--- src/rtl/core/pic_pkg.sv ---
package pic_pkg;

  localparam int unsigned MAX_ANIMALS_DEF = 4096;
  localparam int unsigned CNT_W           = 13;
  localparam int unsigned OUT_IDX_W       = 12;
  localparam int unsigned VAL_W           = 32;

  localparam logic signed [VAL_W-1:0] ONE_Q28     = 32'sh1000_0000;
  localparam logic signed [VAL_W-1:0] HALF_Q28    = 32'sh0800_0000;
  localparam logic signed [VAL_W-1:0] UNK_F_RESET = 32'shF000_0000;
  localparam logic [CNT_W-1:0]        COUNT_RESET = 13'd4096;

  typedef enum logic [1:0] {
    CFG_RECOMPUTE    = 2'd0,
    CFG_ANIMAL_COUNT = 2'd1,
    CFG_UNKNOWN_F    = 2'd2
  } cfg_idx_e;

  typedef struct packed {
    logic                    start_of_pedigree;
    logic [CNT_W-1:0]        dam_index;
    logic [CNT_W-1:0]        sire_index;
    logic signed [VAL_W-1:0] given_f;
  } in_item_t;

  typedef struct packed {
    logic [OUT_IDX_W-1:0]    animal_index;
    logic signed [VAL_W-1:0] dii_value;
    logic signed [VAL_W-1:0] inbreeding_f;
    logic                    order_error;
    logic                    saturated;
  } out_item_t;

  typedef enum logic [3:0] {
    OP_NONE, OP_CLEAR, OP_ACCEPT, OP_RD_FD, OP_RD_FS, OP_RD_PREV, OP_DII,
    OP_V_SRD, OP_V_SWR, OP_V_DRD, OP_V_DWR, OP_SCAN_RD, OP_SCAN_CHK, OP_FIN, OP_DONE
  } op_e;

  typedef enum logic [3:0] {
    ST_CLEAR, ST_IDLE, ST_RD_FD, ST_RD_FS, ST_RD_PREV, ST_DII,
    ST_V_SRD, ST_V_SWR, ST_V_DRD, ST_V_DWR, ST_SCAN_RD, ST_SCAN_CHK, ST_FIN, ST_DONE
  } state_e;

  typedef struct packed {
    op_e op;
  } cmd_t;

  typedef struct packed {
    logic clr_done;
    logic recompute;
    logic same_par;
    logic j_zero;
    logic weight_zero;
    logic out_free;
  } status_t;

  function automatic logic signed [VAL_W-1:0] sat32(input logic signed [39:0] x);
    if (x > 40'sd2147483647) begin
      return 32'sh7FFF_FFFF;
    end else if (x < -40'sd2147483648) begin
      return 32'sh8000_0000;
    end else begin
      return x[31:0];
    end
  endfunction

  function automatic logic ovf32(input logic signed [39:0] x);
    return (x > 40'sd2147483647) || (x < -40'sd2147483648);
  endfunction

endpackage

--- src/rtl/core/pic_ctrl.sv ---
module pic_ctrl (
  input  logic              clk_i,
  input  logic              rst_ni,
  input  logic              in_valid_i,
  output logic              in_ready_o,
  input  pic_pkg::status_t  status_i,
  output pic_pkg::cmd_t     cmd_o
);
  import pic_pkg::*;

  state_e state_q, state_d;

  always_ff @(posedge clk_i or negedge rst_ni) begin
    if (!rst_ni) begin
      state_q <= ST_CLEAR;
    end else begin
      state_q <= state_d;
    end
  end

  always_comb begin
    state_d    = state_q;
    cmd_o.op   = OP_NONE;
    in_ready_o = 1'b0;
    case (state_q)
      ST_CLEAR: begin
        if (status_i.clr_done) begin
          state_d = ST_IDLE;
        end else begin
          cmd_o.op = OP_CLEAR;
        end
      end
      ST_IDLE: begin
        in_ready_o = 1'b1;
        if (in_valid_i) begin
          cmd_o.op = OP_ACCEPT;
          state_d  = ST_RD_FD;
        end
      end
      ST_RD_FD: begin
        cmd_o.op = OP_RD_FD;
        state_d  = ST_RD_FS;
      end
      ST_RD_FS: begin
        cmd_o.op = OP_RD_FS;
        state_d  = ST_RD_PREV;
      end
      ST_RD_PREV: begin
        cmd_o.op = OP_RD_PREV;
        state_d  = ST_DII;
      end
      ST_DII: begin
        cmd_o.op = OP_DII;
        state_d  = (!status_i.recompute || status_i.same_par) ? ST_DONE : ST_V_SRD;
      end
      ST_V_SRD: begin
        cmd_o.op = OP_V_SRD;
        state_d  = ST_V_SWR;
      end
      ST_V_SWR: begin
        cmd_o.op = OP_V_SWR;
        state_d  = ST_V_DRD;
      end
      ST_V_DRD: begin
        cmd_o.op = OP_V_DRD;
        state_d  = ST_V_DWR;
      end
      ST_V_DWR: begin
        cmd_o.op = OP_V_DWR;
        state_d  = status_i.j_zero ? ST_FIN : ST_SCAN_RD;
      end
      ST_SCAN_RD: begin
        cmd_o.op = OP_SCAN_RD;
        state_d  = ST_SCAN_CHK;
      end
      ST_SCAN_CHK: begin
        cmd_o.op = OP_SCAN_CHK;
        if (!status_i.weight_zero) begin
          state_d = ST_V_SRD;
        end else begin
          state_d = status_i.j_zero ? ST_FIN : ST_SCAN_RD;
        end
      end
      ST_FIN: begin
        cmd_o.op = OP_FIN;
        state_d  = ST_DONE;
      end
      ST_DONE: begin
        cmd_o.op = OP_DONE;
        if (status_i.out_free) begin
          state_d = ST_IDLE;
        end
      end
      default: begin
        state_d = ST_IDLE;
      end
    endcase
  end
endmodule

--- config.mk ---
export PLATFORM = sky130hd
export DESIGN_NAME = pic_ctrl
export DESIGN_NICKNAME = d
export VERILOG_FILES = /design/src/rtl/core/pic_pkg.sv /design/src/rtl/core/pic_ctrl.sv
export SDC_FILE = /design/constraint.sdc
export NUM_CORES = 1
export LEC_CHECK = 0
export BUFFER_PORTS_ARGS = -buffer_cell sky130_fd_sc_hd__buf_4
export CAP_MARGIN = 20
export CORE_AREA = 3 3 40 42
export CTS_CLUSTER_DIAMETER = 150
export DETAILED_ROUTE_END_ITERATION = 8
export DIE_AREA = 0 0 43 45
export PLACE_DENSITY = 0.6
export SYNTH_ARGS = -nofsm -noshare
export SYNTH_HDL_FRONTEND = slang
export SYNTH_SLANG_ARGS = --single-unit
--- constraint.sdc ---
create_clock -name clk_i -period 1.3 [get_ports clk_i]
set_clock_uncertainty 0.15 [all_clocks]
set_input_delay 0.13 -clock clk_i [delete_from_list [all_inputs] [get_ports clk_i]]
set_output_delay 0.13 -clock clk_i [all_outputs]
set_load 0.01 [all_outputs]
==> key figures, run 1 <==
Placed design
  – Post-DP HPWL: roughly 880 um
  – Pre-CTS setup slack: -0.02834 ns
  – IO buf count: 13
  – Placer congestion estimate: ~0.78

GRT
  – Vias in the first global route: about 570
  – Total GRT Usage: 0.1764
  – Global-route wire length before repair: around 2400 um
  – Largest net degree at the start of global routing: 9
  – Initial antenna violation count: 0
  – GR Overflow Total: 0

Pwr
  – Pwr dens: roughly 2600 nW/um2
  – Max VDD drop: 0.001462 V
  – P_leak: 0.4169 nW

Final layout
  – Nets: between 100 and 150
  – Fill cells: 105
  – Reg with most FFs: state_q
  – Layout area overhead: 105.0%
  – Top Registers: state_q x4
  – Max reg flops: 4
  – Share of layout cells above drive strength 1: 0.6421
  – Ant. Diodes: 0

Route
  – Drt total wl: 1497 um
  – Vias: roughly 570
  – Detailed Route Iter0 Violations: 8
  – Drt wl/cell: between 10 and 15 um
  – # DRC: 0
  – Vias per cell: 5.155
  – Antenna-violating nets left: 0
  – DR pass1 iterations: 4

Floorplan
  – Ports: 14
  – Core Region: 1285 um2
  – Chip Width: around 43 um
  – Rows: 13
  – Initial Utilization: 0.3281
  – Die area: between 1500 and 2000 um2
  – Die Ht: between 40 and 50 um

Yosys
  – Synth top area share: 0.2374
  – Primary FF master, synth: dfrtp_1
  – Post-Synthesis Cells: a little under 60
  – Post-synth EDFFs: 0
  – Synth async-reset ratio: 1.000
  – Post-synthesis sequential area ratio: 0.2374
  – Largest cells by area after synthesis: dfrtp_1 24%, nand2_1 8.0%, nor2b_1 5.9%, a21oi_1 4.7%, buf_2 4.7%
  – Synth area leader: dfrtp_1
  – Syn avg cell area: slightly above 7 um2
  – Post-synthesis register bit count: 4
  – Unique cell type count in the Yosys netlist: 28
  – Post-Syn Area: ~420 um2
  – Synth warn: 0
  – Syn nets: between 60 and 70

Critical path
  – Crit path DAT: ~1.3 ns
  – CP Capture Type: output port
  – Worst Setup Start Kind: register
  – Kind of critical path: register to output port
  – WP data required: between 1 and 1.5 ns
  – Crit Path Max Fanout: 6
  – Worst-case reg-to-reg path depth: 5

Clocking
  – Worst-path clk slew: 0.05 ns
  – Clock tree buffer depth: 2
  – Clock Root Buffer: clkbuf_4
  – Htree depth: 1
  – CTS Buf Count: 3
  – CTS tree: done
  – Clock Latency Late Sink: between 0.2 and 0.3 ns
  – # clock sinks: 4

STA
  – Slew Limit Headroom: 0.8568
  – Final Setup Violations: 9
  – Slew Viols, Final: 0
  – Worst Slack Setup Final: -0.2262 ns
  – Post-layout minimum cycle time: approximately 1.5 ns
  – WHS: ~0.054 ns
  – Final Hold Fails: 0
  – FMAX: 0.6552 GHz
  – Fin crit share: 1.174
  – Worst-Margin Slew: 0.2141 ns
  – RSZ-0062 raised after global routing: true

Run
  – MaxCap Viol Count: 0

Hold path
  – Worst hold path class: primary input to async pin

Status
  – Failing checks: negative setup slack
  – Outcome: complete, but fails checks
-- per-layer routing --
layer,wire [um],track usage,vias to the layer above,part of all wire
met5,0,0,-,0
met4,45,0.1205,0,0.030
met3,70,0.07570,4,0.047
met2,754,0.3054,13,0.50
met1,627,0.1707,259,0.42
li1,-,-,291,-
-- worst max-delay path, stage by stage, from the launching register on --
cell,delay (ns)
dfrtp_2,0.47
buf_6,0.16
buf_6,0.11
nand2_2,0.04
o21ai_1,0.06
buf_4,0.14
-- kinds of logic after synthesis --
group	share of synthesized area
AOI/OAI and AO/OA	0.3710
and+or+nand+nor	0.2730
buffers and inverters	0.09494
DFF	0.2374
muxes	0.02374
-- Yosys cell counts (2+ instances only) --
master,instances
o21ai_0,2
a221oi_1,2
nor2b_1,4
nor3_1,2
nor2_1,2
inv_1,4
nand2_1,9
dfrtp_1,4
buf_2,4
a21oi_1,4
o21ai_1,4
-- what timing repair did --
| item | 4_1_cts | 5_1_grt |
|---|---|---|
| setup endpoints to repair | 6 | 9 |
| endpoints found under the hold margin | 4 | 0 |
| pin swaps | 6 | 9 |
| buffers inserted | 10 | 5 |
| hold buffers | 1 | 0 |
| gates resized for setup | 25 | 14 |
-- worst paths after layout --
check                            start         end  slack (ns)
max in group asynchronous       rst_ni  state_q[2]        0.82
min reg2reg                 state_q[1]  state_q[0]        0.56
min in group clk_i         status_i[2]  state_q[1]        0.06
max reg2reg                 state_q[3]  state_q[1]       -0.16
min                             rst_ni  state_q[0]        0.05
max                         state_q[3]    cmd_o[3]       -0.23
-- power breakdown --
part	leakage (nW)	total (W)	internal (W)	switching (W)
Combinational	0.359	0.00176	0.00103	0.000723
Sequential	0.0445	0.000333	0.000194	0.000138
Clock	0.0138	0.000170	0.000104	0.0000661
-- through the flow --
step / area, um2 / utilization / power [W] / std cells / setup TNS [ns]
after floorplan: 427.9 / - / 0.0009101 / 58 / -0.005254
after global placement: 601.8 / 0.4684 / 0.001379 / 92 / -0.08164
after detailed placement: 601.8 / 0.4684 / 0.001381 / 92 / -0.07050
after CTS: 775.7 / 0.6037 / 0.001972 / 105 / -1.323
after global routing: 864.6 / 0.6728 / 0.002446 / 110 / -2.008
final: 864.6 / 0.6728 / 0.002260 / 110 / -1.380
-- layout by cell type, fill, tap and decap left out, types with 2 or more instances in the layout --
| cell | count |
|---|---|
| nand2_2 | 2 |
| nor3_4 | 2 |
| a221oi_2 | 2 |
| a21oi_1 | 3 |
| nor2b_1 | 3 |
| o21ai_1 | 4 |
| nand2_1 | 6 |
| o21ai_2 | 2 |
| inv_1 | 2 |
| buf_6 | 13 |
| dfrtp_2 | 3 |
| nor2_1 | 2 |
| clkbuf_4 | 3 |
| buf_4 | 25 |
-- cell type report --
cell class | instances | area, um2 | share of cell area
Tap cell | 15 | 18.77 | 0.02171
Inverter | 4 | 17.52 | 0.02026
Clock buffer | 3 | 22.52 | 0.02605
Sequential cell | 4 | 103.9 | 0.1201
Multi-Input combinational cell | 45 | 357.8 | 0.4139
Timing Repair Buffer | 39 | 344.1 | 0.3980
No activity file was read; power rests on OpenSTA's default activity.
==> run 2, diff against run 1 <==
--- a/config.mk
+++ b/config.mk
@@ -9,9 +9,9 @@
 export CAP_MARGIN = 20
 export CORE_AREA = 3 3 40 42
 export CTS_CLUSTER_DIAMETER = 150
+export CTS_CLUSTER_SIZE = 28
 export DETAILED_ROUTE_END_ITERATION = 8
 export DIE_AREA = 0 0 43 45
-export PLACE_DENSITY = 0.6
 export SYNTH_ARGS = -nofsm -noshare
 export SYNTH_HDL_FRONTEND = slang
 export SYNTH_SLANG_ARGS = --single-unit
==> constraint.sdc (replaced) <==
create_clock -name clk_i -period 1.4 [get_ports clk_i]
set_clock_uncertainty 0.15 [all_clocks]
set_input_delay 0.14 -clock clk_i [delete_from_list [all_inputs] [get_ports clk_i]]
set_output_delay 0.14 -clock clk_i [all_outputs]
set_load 0.01 [all_outputs]
==> run 2 against run 1 <==
Largest power group unchanged; hold slack worse by 0.0098 ns; the run still ends with negative setup slack left; critical endpoint is now cmd_o[0]; non-clock buffer count fell by 5; global-route usage fell by 1.4 points; die area stayed put; sequential share of layout area grew 0.75 points; critical path type unchanged; final area shrank 4.8%; clock-buffer cell count unchanged; first-iteration DRC count rose by 110%; highest routed layer unchanged; sequential cell count unchanged; wire length up 3.0%; total power shrank 12%.
==> key figures, run 2 (same netlist as run 1, synthesis figures left out) <==
Placed design
  – Placer congestion estimate: 0.7441 (-4.4%)
  – Pre-CTS setup slack: -0.01021 ns (+0.01813 ns)
  – IO buf count: 13 (unchanged)
  – Post-DP HPWL: 865.6 um (-1.6%)
  – Post-Place Cells: 91 (-1.1%)

Pwr
  – Pwr dens: 2418 nW/um2 (-7.5%)
  – Max VDD drop: 0.001157 V (-21%)
  – P_leak: 0.3848 nW (-7.7%)

Critical path
  – Kind of critical path: register to output port
  – WP data required: 1.11 ns (+0.09 ns)
  – CP Capture Type: output port
  – Crit path DAT: 1.25 ns (about the same)
  – Crit path cell chain: buf_6 > a221oi_4 > buf_4
  – WP buf/inv: 2 (-1)
  – Critical Path Max Stage Delay: 0.46 ns (about the same)
  – Worst Setup Start Kind: register
  – Crit Path Max Fanout: 7 (+1)
  – CP delay by family, top: flip-flops
  – Slowest CP cell: dfrtp_2

STA
  – Slew Limit Headroom: 0.8133 (-0.04348)
  – Worst-Margin Slew: 0.2800 ns (+0.06588 ns)
  – Post-layout minimum cycle time: ~1.5 ns
  – Final Setup Violations: 6 (-3)
  – Fin crit share: 1.104
  – Final Hold Fails: 0 (unchanged)
  – RSZ-0062 raised after global routing: true
  – FMAX: between 0.6 and 0.7 GHz
  – Worst Slack Setup Final: -0.1449 ns (+0.08134 ns)
  – Slew Viols, Final: 0 (unchanged)

Route
  – # DRC: 0 (unchanged)
  – Vias: 550 (-3.0%)
  – Detailed Route Iter0 Violations: 17 (+9)
  – Drt total wl: 1542 um (+3.0%)
  – DR pass1 iterations: 4 (unchanged)
  – Antenna-violating nets left: 0 (unchanged)
  – Drt wl/cell: 14.69 um (+7.9%)
  – Vias per cell: 5.238 (+1.6%)

Status
  – Failing checks: negative setup slack
  – Outcome: complete, but fails checks

Floorplan
  – Ports: 14 (unchanged)
  – Rows: 13 (unchanged)
  – Core Region: 1285 um2 (unchanged)
  – Initial Utilization: 0.3281 (unchanged)
  – Die Ht: 45 um (unchanged)
  – Chip Width: 43 um (unchanged)
  – Die area: 1935 um2 (unchanged)

GRT
  – Global-route wire length before repair: 2270 um (-4.9%)
  – Total GRT Usage: 0.1626 (-0.01379)
  – Initial antenna violation count: 0 (unchanged)
  – GR Overflow Total: 0 (unchanged)
  – Largest net degree at the start of global routing: 8 (-1)
  – Vias in the first global route: 488 (-14%)

Clocking
  – Clock Root Buffer: clkbuf_4
  – Clock tree buffer depth: 2 (unchanged)
  – Htree depth: 1 (unchanged)
  – # clock sinks: 4 (unchanged)
  – Worst-path clk slew: 0.04 ns (about the same)
  – CTS tree: done
  – CTS Buf Count: 3 (unchanged)
  – Clock Latency Late Sink: 0.25 ns (about the same)

Final layout
  – Nets: 101 (-4.7%)
  – Layout area overhead: 95.25%
  – Reg with most FFs: state_q
  – Share of layout cells above drive strength 1: 0.6333 (-0.008772)
  – Ant. Diodes: 0 (unchanged)
  – Highest-count cells in the layout ignoring fill and taps: 24 x buf_4, 9 x buf_6, 6 x nand2_1
  – Most common cell after layout, fill and taps aside: buf_4
  – Top Registers: state_q x4
  – Finished Layout Cells: 105 (-4.5%)
  – Max reg flops: 4 (unchanged)

Hold path
  – Worst hold path class: primary input to register

Run
  – MaxCap Viol Count: 0 (unchanged)
[run 2: changes by cell type in the layout (fill, tap and decap cells not counted), sizes merged]
cell / delta
buf: -5
[run 2: path summary, 6_finish.rpt]
check	startpoint	endpoint	slack [ns]	cells after the start
min reg2reg	state_q[3]	state_q[0]	0.59	2
max reg2reg	state_q[0]	state_q[1]	-0.07	4
max in group asynchronous	rst_ni	state_q[1]	0.90	2
min in group asynchronous	rst_ni	state_q[2]	0.07	2
max	state_q[1]	cmd_o[0]	-0.14	3
min	status_i[2]	state_q[2]	0.04	3
[run 2: layer usage]
layer,part of all wire,up-vias,track usage
met2,0.52,22,0.2725
li1,-,276,-
met5,0,-,0
met3,0.060,2,0.03984
met4,0.017,0,0.07229
met1,0.40,250,0.1985
[run 2: per-stage QoR]
step           utilization  cell area (um2)  hold WS, ns   power, W    TNS, ns
2_1_floorplan            -            427.9      -0.3056  0.0008456          0
3_3_place_gp        0.4625            594.3      -0.2089   0.001260  -0.004341
3_5_place_dp        0.4625            594.3      -0.2084   0.001257   -0.01021
4_1_cts             0.5784            743.2      0.05133   0.001720    -0.4994
5_1_grt             0.6407            823.3      0.07021   0.002120     -1.028
6_report            0.6407            823.3      0.04440   0.001991    -0.6679
[run 2: worst reg2reg max path: stages (launching register included)]
cell	delay (ns)
dfrtp_2	0.46
buf_6	0.14
and4bb_1	0.19
o211a_1	0.26
a2bb2oi_2	0.14
[run 2: final cells by class]
cell class / count / area (um2)
Inverter: 4 / 17.52
Tap cell: 15 / 18.77
Multi-Input combinational cell: 45 / 367.9
Fill cell: 110 / 461.7
Timing Repair Buffer: 34 / 291.5
Clock buffer: 3 / 22.52
Sequential cell: 4 / 105.1
[run 2: timing repair]
item / CTS / global route
setup endpoints to repair: 6 / 8
hold endpoints to repair: 4 / 0
setup buffers: 8 / 3
pin swaps: 8 / 8
resized for setup: 19 / 16
hold buffers: 1 / 0
gates cloned: 0 / 0
[run 2: power by group]
group | switching, W | internal [W] | leakage [nW]
combinational | 0.000670 | 0.000848 | 0.327
sequential | 0.000134 | 0.000184 | 0.0437
clock | 0.0000591 | 0.0000966 | 0.0138
total | 0.000863 | 0.00113 | 0.385
==> run 3, diff against run 2 <==
--- a/config.mk
+++ b/config.mk
@@ -8,6 +8,7 @@
 export BUFFER_PORTS_ARGS = -buffer_cell sky130_fd_sc_hd__buf_4
 export CAP_MARGIN = 20
 export CORE_AREA = 3 3 40 42
+export CTS_BUF_LIST = sky130_fd_sc_hd__clkbuf_4 sky130_fd_sc_hd__clkbuf_8
 export CTS_CLUSTER_DIAMETER = 150
 export CTS_CLUSTER_SIZE = 28
 export DETAILED_ROUTE_END_ITERATION = 8
@@ -15,3 +16,4 @@
 export SYNTH_ARGS = -nofsm -noshare
 export SYNTH_HDL_FRONTEND = slang
 export SYNTH_SLANG_ARGS = --single-unit
+export TNS_END_PERCENT = 30
==> run 3 against run 2 <==
The run still ends with negative setup slack left; clock-buffer cell count unchanged; via count down 1.5%; final area down 8.7%; combinational power is 14% lower; wire length shrank 9.1%; non-clock buffer count fell by 3; critical path type unchanged; largest power group unchanged; highest routed layer unchanged.
==> key figures, run 3 (same netlist as run 1, synthesis figures left out) <==
Route
  – DR pass1 iterations: 4 (unchanged)
  – Antenna-violating nets left: 0 (unchanged)
  – Detailed Route Iter0 Violations: 11 (-6)
  – Drt wl/cell: 13.74 um (-6.5%)
  – Vias per cell: 5.314 (+1.4%)
  – # DRC: 0 (unchanged)
  – Drt total wl: 1401 um (-9.1%)
  – Vias: 542 (-1.5%)

Floorplan
  – Die Ht: 45 um (unchanged)
  – Core Region: 1285 um2 (unchanged)
  – Rows: 13 (unchanged)
  – Ports: 14 (unchanged)
  – Die area: 1935 um2 (unchanged)
  – Chip Width: 43 um (unchanged)
  – Initial Utilization: 0.3281 (unchanged)

STA
  – Final Setup Violations: 7 (+1)
  – Post-layout minimum cycle time: 1.552 ns (+0.006657 ns)
  – RSZ-0062 raised after global routing: true
  – Worst Slack Setup Final: -0.1516 ns (-0.006657 ns)
  – WHS: 0.05250 ns (+0.008100 ns)
  – FMAX: 0.6445 GHz (-0.43%)
  – Slew Viols, Final: 0 (unchanged)
  – Fin crit share: 1.108 (+0.004755)
  – Final Hold Fails: 0 (unchanged)
  – Slew Limit Headroom: 0.8208 (+0.007421)
  – Worst-Margin Slew: 0.2680 ns (-0.01196 ns)

Critical path
  – Critical Path Max Stage Delay: 0.46 ns (about the same)
  – CP delay by family, top: flip-flops
  – Slowest CP cell: dfrtp_2
  – Crit Path Max Fanout: 6 (-1)
  – Crit path cell chain: nor3_4 > and2_1 > buf_4
  – Crit path DAT: 1.26 ns (about the same)
  – Worst Setup Start Kind: register
  – WP buf/inv: 1 (-1)
  – Kind of critical path: register to output port
  – WP data required: 1.11 ns (about the same)
  – CP Capture Type: output port

Pwr
  – Switching part of the total: 0.4398 (+0.006322)
  – Internal power: 0.0009958 W (-12%)
  – P_leak: 0.3502 nW (-9.0%)
  – Clock power share: 0.087 (+0.009)
  – Net switching power: 0.0007817 W (-9.4%)
  – Comb pwr share: 0.739 (-0.023)
  – Sequential fraction of design power: 0.175 (+0.016)
  – Pwr dens: 2364 nW/um2 (-2.3%)
  – Max VDD drop: 0.001042 V (-10%)

GRT
  – Global-route wire length before repair: 2187 um (-3.7%)
  – Initial antenna violation count: 0 (unchanged)
  – Total GRT Usage: 0.1560 (-0.006672)
  – GR Overflow Total: 0 (unchanged)
  – Largest net degree at the start of global routing: 8 (unchanged)
  – Vias in the first global route: 475 (-2.7%)

Final layout
  – Reg with most FFs: state_q
  – Max reg flops: 4 (unchanged)
  – Most common cell after layout, fill and taps aside: buf_4
  – Highest-count cells in the layout ignoring fill and taps: 26 x buf_4, 7 x nand2_1
  – Layout area overhead: 78.34%
  – Finished Layout Cells: 102 (-2.9%)
  – Top Registers: state_q x4
  – Ant. Diodes: 0 (unchanged)
  – Nets: 98 (-3.0%)
  – Final Core Density: 0.5852 (-0.05550)
  – Share of layout cells above drive strength 1: 0.5632 (-0.07011)

Status
  – Outcome: complete, but fails checks
  – Failing checks: negative setup slack

Placed design
  – Post-DP HPWL: 865.6 um (unchanged)
  – IO buf count: 13 (unchanged)
  – Placer congestion estimate: 0.7441 (unchanged)
  – Post-Place Cells: 91 (unchanged)

Clocking
  – Worst-path clk slew: 0.04 ns (about the same)
  – CTS Buf Count: 3 (unchanged)
  – Htree depth: 1 (unchanged)
  – Clock Latency Late Sink: 0.25 ns (about the same)
  – CTS tree: done
  – Clock tree buffer depth: 2 (unchanged)
  – Clock Root Buffer: clkbuf_4
  – # clock sinks: 4 (unchanged)

Run
  – MaxCap Viol Count: 0 (unchanged)

Hold path
  – Worst hold path class: primary input to register
run 3: cell types whose count changed in the layout (fill, tap and decap cells not counted), sizes merged:
cell / change
buf: -3
run 3: final timing paths:
| path | end | slack [ns] | start | cells after the start |
|---|---|---|---|---|
| hold reg to reg | state_q[0] | 0.61 | state_q[3] | 2 |
| min in group asynchronous | state_q[2] | 0.07 | rst_ni | 2 |
| setup reg to reg | state_q[1] | -0.02 | state_q[0] | 4 |
| hold / removal | state_q[2] | 0.05 | status_i[2] | 3 |
| max in group asynchronous | state_q[3] | 0.89 | rst_ni | 2 |
| setup / recovery | in_ready_o | -0.15 | state_q[3] | 3 |
run 3: worst register-to-register path, stage by stage (launching register included):
cell,delay (ns)
dfrtp_2,0.45
buf_4,0.15
and4bb_1,0.19
o211a_1,0.20
a2bb2oi_1,0.14
run 3: routing by layer:
layer  part of all wire  vias to the layer above  global-route usage
li1                   -                      269                   -
met1               0.46                      260              0.1937
met2               0.48                       11              0.2545
met3              0.037                        2             0.03984
met4              0.019                        0             0.07229
met5                  0                        -                   0
run 3: area by class of cell:
type                            instances  area (um2)
Fill cell                             120       533.0
Multi-Input combinational cell         45       337.8
Timing Repair Buffer                   31       250.2
Sequential cell                         4       105.1
Clock buffer                            3       22.52
Tap cell                               15       18.77
Inverter                                4       17.52
run 3: what timing repair did:
item | 4_1_cts | 5_1_grt
hold endpoints to repair | 4 | 0
setup endpoints to repair | 6 | 8
pin swaps | 6 | 1
resized for setup | 17 | 5
hold buffers | 1 | 0
setup buffers | 7 | 0
run 3: through the flow:
step	setup WS, ns	total power (W)	TNS, ns	area, um2
CTS	-0.1134	0.001676	-0.4979	728.2
floorplan	0.04729	0.0008456	0	427.9
global route	-0.2068	0.001892	-1.018	752.0
detailed placement	-0.01021	0.001257	-0.01021	594.3
global placement	-0.004341	0.001260	-0.004341	594.3
finish	-0.1516	0.001777	-0.6869	752.0
run 3: power by group through the flow:
stage | logic (W) | registers (W) | clock network (W)
after floorplan | 0.000622 | 0.000223 | 0
after global placement | 0.00100 | 0.000260 | 0
after detailed placement | 0.000995 | 0.000263 | 0
after CTS | 0.00123 | 0.000295 | 0.000151
after global routing | 0.00141 | 0.000321 | 0.000161
final | 0.00131 | 0.000311 | 0.000154
